===== src/rtl/kfnn_pkg.sv =====
// ----------------------------------------------------------------------------
// kfnn_pkg
// shared constants and command codes of the keyframe nearest-neighbor search
// ----------------------------------------------------------------------------
package kfnn_pkg;
    localparam int TABLE_ENTRIES = 64;
    localparam int IDX_W         = 6;
    localparam int CNT_W         = 7;
    localparam int COORD_W       = 16;
    localparam int DIST_W        = 17;
    localparam int KEY_W         = DIST_W + IDX_W;
    localparam int SQ_W          = 33;

    localparam logic [2:0] CMD_LOAD     = 3'd0;
    localparam logic [2:0] CMD_NEAR_REF = 3'd1;
    localparam logic [2:0] CMD_NEAR_SLM = 3'd2;
    localparam logic [2:0] CMD_RADIUS   = 3'd3;
    localparam logic [2:0] CMD_KNN      = 3'd4;

    localparam logic STATUS_OK    = 1'b0;
    localparam logic STATUS_ERROR = 1'b1;

    typedef struct packed {
        logic            start;
        logic [SQ_W-1:0] value;
    } sqrt_req_t;
endpackage


===== src/rtl/kfnn_isqrt.sv =====
// ----------------------------------------------------------------------------
// kfnn_isqrt
// iterative truncated square root, one result bit per cycle
// ----------------------------------------------------------------------------
module kfnn_isqrt (
    input  logic                     clk,
    input  logic                     rst_n,
    input  kfnn_pkg::sqrt_req_t      req,
    output logic                     done,
    output logic [kfnn_pkg::DIST_W-1:0] root
);
    import kfnn_pkg::*;

    logic [SQ_W-1:0] n_reg, n_next;
    logic [SQ_W-1:0] r_reg, r_next;
    logic [SQ_W-1:0] bit_reg, bit_next;
    logic            run_reg, run_next;
    logic            done_reg, done_next;
    logic [SQ_W-1:0] trial;

    assign trial = r_reg + bit_reg;

    always_comb
    begin
        n_next    = n_reg;
        r_next    = r_reg;
        bit_next  = bit_reg;
        run_next  = run_reg;
        done_next = 1'b0;
        if (req.start)
        begin
            n_next   = req.value;
            r_next   = '0;
            bit_next = {1'b1, {(SQ_W-1){1'b0}}};
            run_next = 1'b1;
        end
        else if (run_reg)
        begin
            if (n_reg >= trial)
            begin
                n_next = n_reg - trial;
                r_next = (r_reg >> 1) + bit_reg;
            end
            else
            begin
                r_next = r_reg >> 1;
            end
            bit_next = bit_reg >> 2;
            if (bit_reg[0])
            begin
                run_next  = 1'b0;
                done_next = 1'b1;
            end
        end
    end

    always_ff @(posedge clk or negedge rst_n)
    begin
        if (!rst_n)
        begin
            run_reg  <= 1'b0;
            done_reg <= 1'b0;
        end
        else
        begin
            run_reg  <= run_next;
            done_reg <= done_next;
        end
    end

    always_ff @(posedge clk)
    begin
        n_reg   <= n_next;
        r_reg   <= r_next;
        bit_reg <= bit_next;
    end

    assign done = done_reg;
    assign root = r_reg[DIST_W-1:0];
endmodule


===== config.mk =====
export PLATFORM = sky130hd
export DESIGN_NAME = kfnn_isqrt
export DESIGN_NICKNAME = d
export VERILOG_FILES = /design/src/rtl/kfnn_pkg.sv /design/src/rtl/kfnn_isqrt.sv
export SDC_FILE = /design/constraint.sdc
export NUM_CORES = 1
export LEC_CHECK = 0
export BUFFER_PORTS_ARGS = -buffer_cell sky130_fd_sc_hd__buf_2
export CORE_UTILIZATION = 40
export CTS_CLUSTER_DIAMETER = 120
export CTS_CLUSTER_SIZE = 14
export DETAILED_ROUTE_END_ITERATION = 10
export GPL_TIMING_DRIVEN = 0
export PLACE_DENSITY_LB_ADDON = 0.2
export SYNTH_ARGS = -nofsm -noshare
export SYNTH_HDL_FRONTEND = slang
export SYNTH_SLANG_ARGS = --single-unit

===== constraint.sdc =====
create_clock -name clk -period 14.7 [get_ports clk]
set_clock_uncertainty 0.05 [all_clocks]
set_input_delay 2.205 -clock clk [delete_from_list [all_inputs] [get_ports clk]]
set_output_delay 2.205 -clock clk [all_outputs]
set_load 0.01 [all_outputs]

-- Word level (Yosys, flattened, before mapping)
Cells that the tools add are included.
- output and inout bits: 18
- bits of input ports: 36
- flip-flop bits (word level): 85
- muxes and demuxes: 10
- $add $sub $neg: 3
- $lt $le $gt $ge: 1
- reductions and logical operators: 3
- operator list (operator ; count):
    $mux W33 ; 4
    $add A32 B33 Y33 ; 1
    $add A33 B33 Y33 ; 1
    $ge A33 B33 Y1 ; 1
    $sub A33 B33 Y33 ; 1
    $mux W1 ; 6
    $reduce_bool A2 Y1 ; 2
    $reduce_and A2 Y1 ; 1

-- Depth between registers and ports, before layout
- word-level depth: 5
- mapped depth: 22

-- Least setup slack after synthesis
Ideal clock, no wire load.
- path type: register to register
- start point: reg r_reg[14]
- end point: reg n_reg[0] (enable)
- arrival: 4.794 ns
- stages on the path, launching flop included: 20
- path buffers: 3
- clock period less this slack: 5.232 ns
- setup slack: 9.468 ns
- required time: 14.261 ns
- setup time: 0.389 ns
- cells stage by stage: dfxtp_1 -> ha_1 -> a21oi_1 -> or2_2 -> or4b_1 -> a311oi_1 -> o21bai_1 -> a21boi_1 -> xnor2_1 -> ha_1 -> nand2_1 -> or3_1 -> nor4_1 -> a41o_1 -> or3_1 -> buf_2 -> or2_1 -> buf_6 -> buf_8 -> a21o_1
- word-level cells in the longest chain between the ends: 4
- ends and longest elaborated chain (item ; RTL line ; source):
    start, declared ; kfnn_isqrt.sv:15 ; logic [SQ_W-1:0] r_reg, r_next;
    start signal, assigned ; kfnn_isqrt.sv:74 ; r_reg <= r_next;
    $add A33 B33 Y33 ; kfnn_isqrt.sv:21 ; assign trial = r_reg + bit_reg;
    $ge A33 B33 Y1 ; kfnn_isqrt.sv:39 ; if (n_reg >= trial)
    $reduce_bool A2 Y1 (no source line) ; - ;
    $reduce_and A2 Y1 (no source line) ; - ;
    end signal, assigned ; kfnn_isqrt.sv:73 ; n_reg <= n_next;
    end, declared ; kfnn_isqrt.sv:14 ; logic [SQ_W-1:0] n_reg, n_next;
No other way between the ends.
A chain may end at the register's enable or synchronous reset.

-- Worst setup path after layout
- start point: reg bit_reg[0]
- end point: reg n_reg[32] (enable)
- word-level cells in the longest chain between the ends: 4
- ends and longest elaborated chain (item ; RTL line ; source):
    start, declared ; kfnn_isqrt.sv:16 ; logic [SQ_W-1:0] bit_reg, bit_next;
    start signal, assigned ; kfnn_isqrt.sv:75 ; bit_reg <= bit_next;
    $add A33 B33 Y33 ; kfnn_isqrt.sv:21 ;
    $ge A33 B33 Y1 ; kfnn_isqrt.sv:39 ;
    $reduce_bool A2 Y1 (no source line) ; - ;
    $reduce_and A2 Y1 (no source line) ; - ;
No other way between the ends.

==> summary.txt <==
Synthesis
  • Avg Cell Area, Syn: roughly 8.2 um^2
  • Synth top area share: about an eighth
  • Netlist cell types: 76
  • Biggest area consumer among synthesized cells: dfxtp_1
  • Number of synthesized flops with an enable pin: 33
  • Post-Syn Area: roughly 0.0076 mm^2
  • Post-synth ARST share: between 2 and 2.5%
  • Yosys reg bits: 85
  • Area contributors post-synth: dfxtp_1 (13%), edfxtp_1 (13%), ha_1 (11%)
  • Mapped Cells: between 900 and 1,000
  • Synth warn: 0
  • Seq/Total Area, Yosys: 26.88%
  • Syn Nets: 1,025
  • Most common flop cell mapped by yosys: dfxtp_1

GRT
  • GRT overflow: 0
  • Largest net degree at the start of global routing: 34
  • Global Route Usage Sum: 23.59%
  • Vias in the first global route: 6,703
  • First-pass GRT wire length: between 30,000 and 40,000 um
  • Initial antenna violation count: 0

Route
  • WL final: ~22,000 um
  • 1st-iter DRT viols: between 400 and 500
  • Post-route ant nets: 0
  • Vias per cell: 5.780
  • WL per Instance: roughly 18 um
  • DRC Markers: 0
  • 1st-pass router iterations: 6
  • Total number of vias: 7,069

Worst setup path
  • Cell mode on critical path: ha_1
  • Worst-path cell chain: ha_1 > ha_1 > a21oi_1 > o21ai_1 > a311oi_1 > or4b_1 > a311oi_1 > o21bai_1 > a21boi_1 > xnor2_1 > ha_1 > nand2_1 > or3_1 > nor4_1 > a41o_1 > or3_1 > buf_2 > or2_1 > buf_6 > buf_8 > a21o_2
  • Critical path class: reg -> reg
  • Critical path's top delay family: compound AO/OA/AOI/OAI gates
  • Max incr delay on CP: approximately 0.73 ns
  • Setup crit end kind: register
  • Worst r2r path cells: 21
  • Crit path max fanout: 33
  • RR Startpoint: bit_reg[0]$_SDFFE_PP0P_
  • Slowest cell on the critical path: a21o_2
  • WP buf/inv: 3
  • Crit path arrival time: roughly 6.3 ns
  • Reg2reg end: n_reg[32]$_DFFE_PP_
  • R2R Setup Slk: 8.31 ns
  • Critical Path Source Type: register
  • Worst endpoint required time: about 15 ns

Die
  • Core area: between 0.015 and 0.02 mm^2
  • Die span in y: around 140 um
  • Die area: ~0.020 mm^2
  • I/O Pins: 54
  • Initial Util: between 40 and 50%
  • Rows: 50
  • Die Wd: about 140 um

Clocking
  • Clk_lat worst skew: between 0.3 and 0.4 ns
  • Setup bufs post-CTS: 0
  • Depth of the CTS H-tree: 3
  • Clk sinks: 85
  • CTS Buf Count: 9
  • Clk root buf: clkbuf_16
  • Clk buf depth: 2
  • Hold-fix buffers, CTS: 0
  • CTS tree: yes
  • Clock transition at path regs: roughly 0.07 ns
  • CTS resizes: 0

Finish
  • Fin cells: ~1,200
  • Area Overhead vs Synth: 11.41%
  • Antenna cells: 0
  • Fin nets: approximately 1,100
  • Commonest cells after routing, fill and taps aside: nand2_1 (91), nor2_1 (77), o21ai_0 (75)
  • Commonest non-fill, non-tap cell in the layout: nand2_1
  • Share of layout cells above drive strength 1: 12.54%
  • Cell area after layout: about 0.0085 mm^2

Run
  • Max Cap Violations: 0

Min path
  • Worst Hold Class: reg -> reg
  • Hold endpoint: r_reg[0]$_SDFFE_PP0P_
  • Worst Hold Depth: 2
  • Hold Path Origin: r_reg[0]$_SDFFE_PP0P_

Place
  • Number of buffers added on ports: 52
  • DP HPWL: roughly 17,000 um
  • GP Congestion: 0.8870
  • Setup WS pre-CTS: between 8 and 9 ns
  • Placed Area: 0.008152 mm^2
  • Placed cells: between 1,000 and 1,500

Power and ir drop
  • Peak VDD IR: roughly 95 uV
  • Power Density: 186.8 mW/mm^2
  • Leakage power: ~0.0035 uW

Timing
  • Worst Max-Slew Pin Slew: ~0.94 ns
  • Period minus WS final: 6.392 ns
  • Max-slew violation count: 0
  • Setup TNS Final: 0 ns
  • Relative max-transition margin: 37.25%
  • Setup ws final: approximately 8.3 ns
  • Unrepaired setup endpoints after global routing: false
  • Final setup violation count: 0
  • Period utilization: a little over two fifths
  • Maximum achievable frequency: around 160 MHz
  • Final Hold Fails: 0

Run status
  • Status: finished, final reports clean
[worst max path at each step]
stage	cells after the start	slack (ns)	to	start
floorplan	19	9.47	n_reg[0]$_DFFE_PP_	r_reg[14]$_SDFFE_PP0P_
global placement	21	7.74	n_reg[25]$_DFFE_PP_	bit_reg[0]$_SDFFE_PP0P_
detailed placement	21	8.27	n_reg[26]$_DFFE_PP_	bit_reg[0]$_SDFFE_PP0P_
CTS	21	8.27	n_reg[12]$_DFFE_PP_	bit_reg[0]$_SDFFE_PP0P_
global route	21	7.86	n_reg[31]$_DFFE_PP_	bit_reg[0]$_SDFFE_PP0P_
finish	21	8.31	n_reg[32]$_DFFE_PP_	bit_reg[0]$_SDFFE_PP0P_
[area by class of cell]
class	count	area, um^2
timing repair buffer	52	260.3
sequential	85	2042
fill	1931	10180
inverter	34	127.6
clock buffer	13	271.5
clock inverter	3	41.29
tap	234	292.8
multi-input combinational	740	5087
buffer	62	341.6
[cell families after synthesis]
family,share of synthesized area [%]
AOI/OAI and AO/OA,26.04
xor gates and xnor gates,7.724
adders and majority gates,11.30
buffers and inverters,6.176
DFF,26.88
muxes,5.023
and+or+nand+nor,16.86
[cells in the mapped netlist, drive strengths merged (29+ instances only)]
cell type,instances
a21oi,47
buf,33
clkbuf,29
dfxtp,50
edfxtp,33
ha,67
inv,34
nand2,91
nor2,78
o21ai,83
xnor2,35
xor2,32
[metrics by stage]
stage	hold slack [ns]	utilization (%)	total power [uW]
finish	0.4625	45.40	1581
global route	0.4790	45.40	1706
CTS	0.4634	45.40	1578
detailed placement	0.4538	43.72	1323
global placement	0.4479	43.72	1320
floorplan	0.4114	-	1096
[where the power goes]
group / internal [uW] / switching, uW / total (uW)
Combinational: 388 / 566 / 954
Sequential: 339 / 37.3 / 376
Clock: 147 / 104 / 251
Total: 873 / 708 / 1580
[worst reg2reg max path, cell delays in order (launching register included)]
cell      delay, ns
dfxtp_1        0.43
ha_1           0.22
ha_1           0.18
a21oi_1        0.12
o21ai_1        0.26
a311oi_1       0.20
or4b_1         0.59
a311oi_1       0.40
o21bai_1       0.18
a21boi_1       0.20
xnor2_1        0.09
ha_1           0.41
nand2_1        0.13
or3_1          0.43
nor4_1         0.34
a41o_1         0.24
or3_1          0.11
buf_2          0.19
or2_1          0.14
buf_6          0.19
buf_8          0.17
a21o_2         0.73
[metal layers]
layer  global-route usage, %  wire, um  vias to the layer above
met1                   33.57     10970                     3295
met4                   9.370       578                        0
met3                   2.237       878                       35
li1                        -         -                     3555
met2                   36.55      9823                      184
met5                       0         0                        -
(Power assumes the default switching activity.)
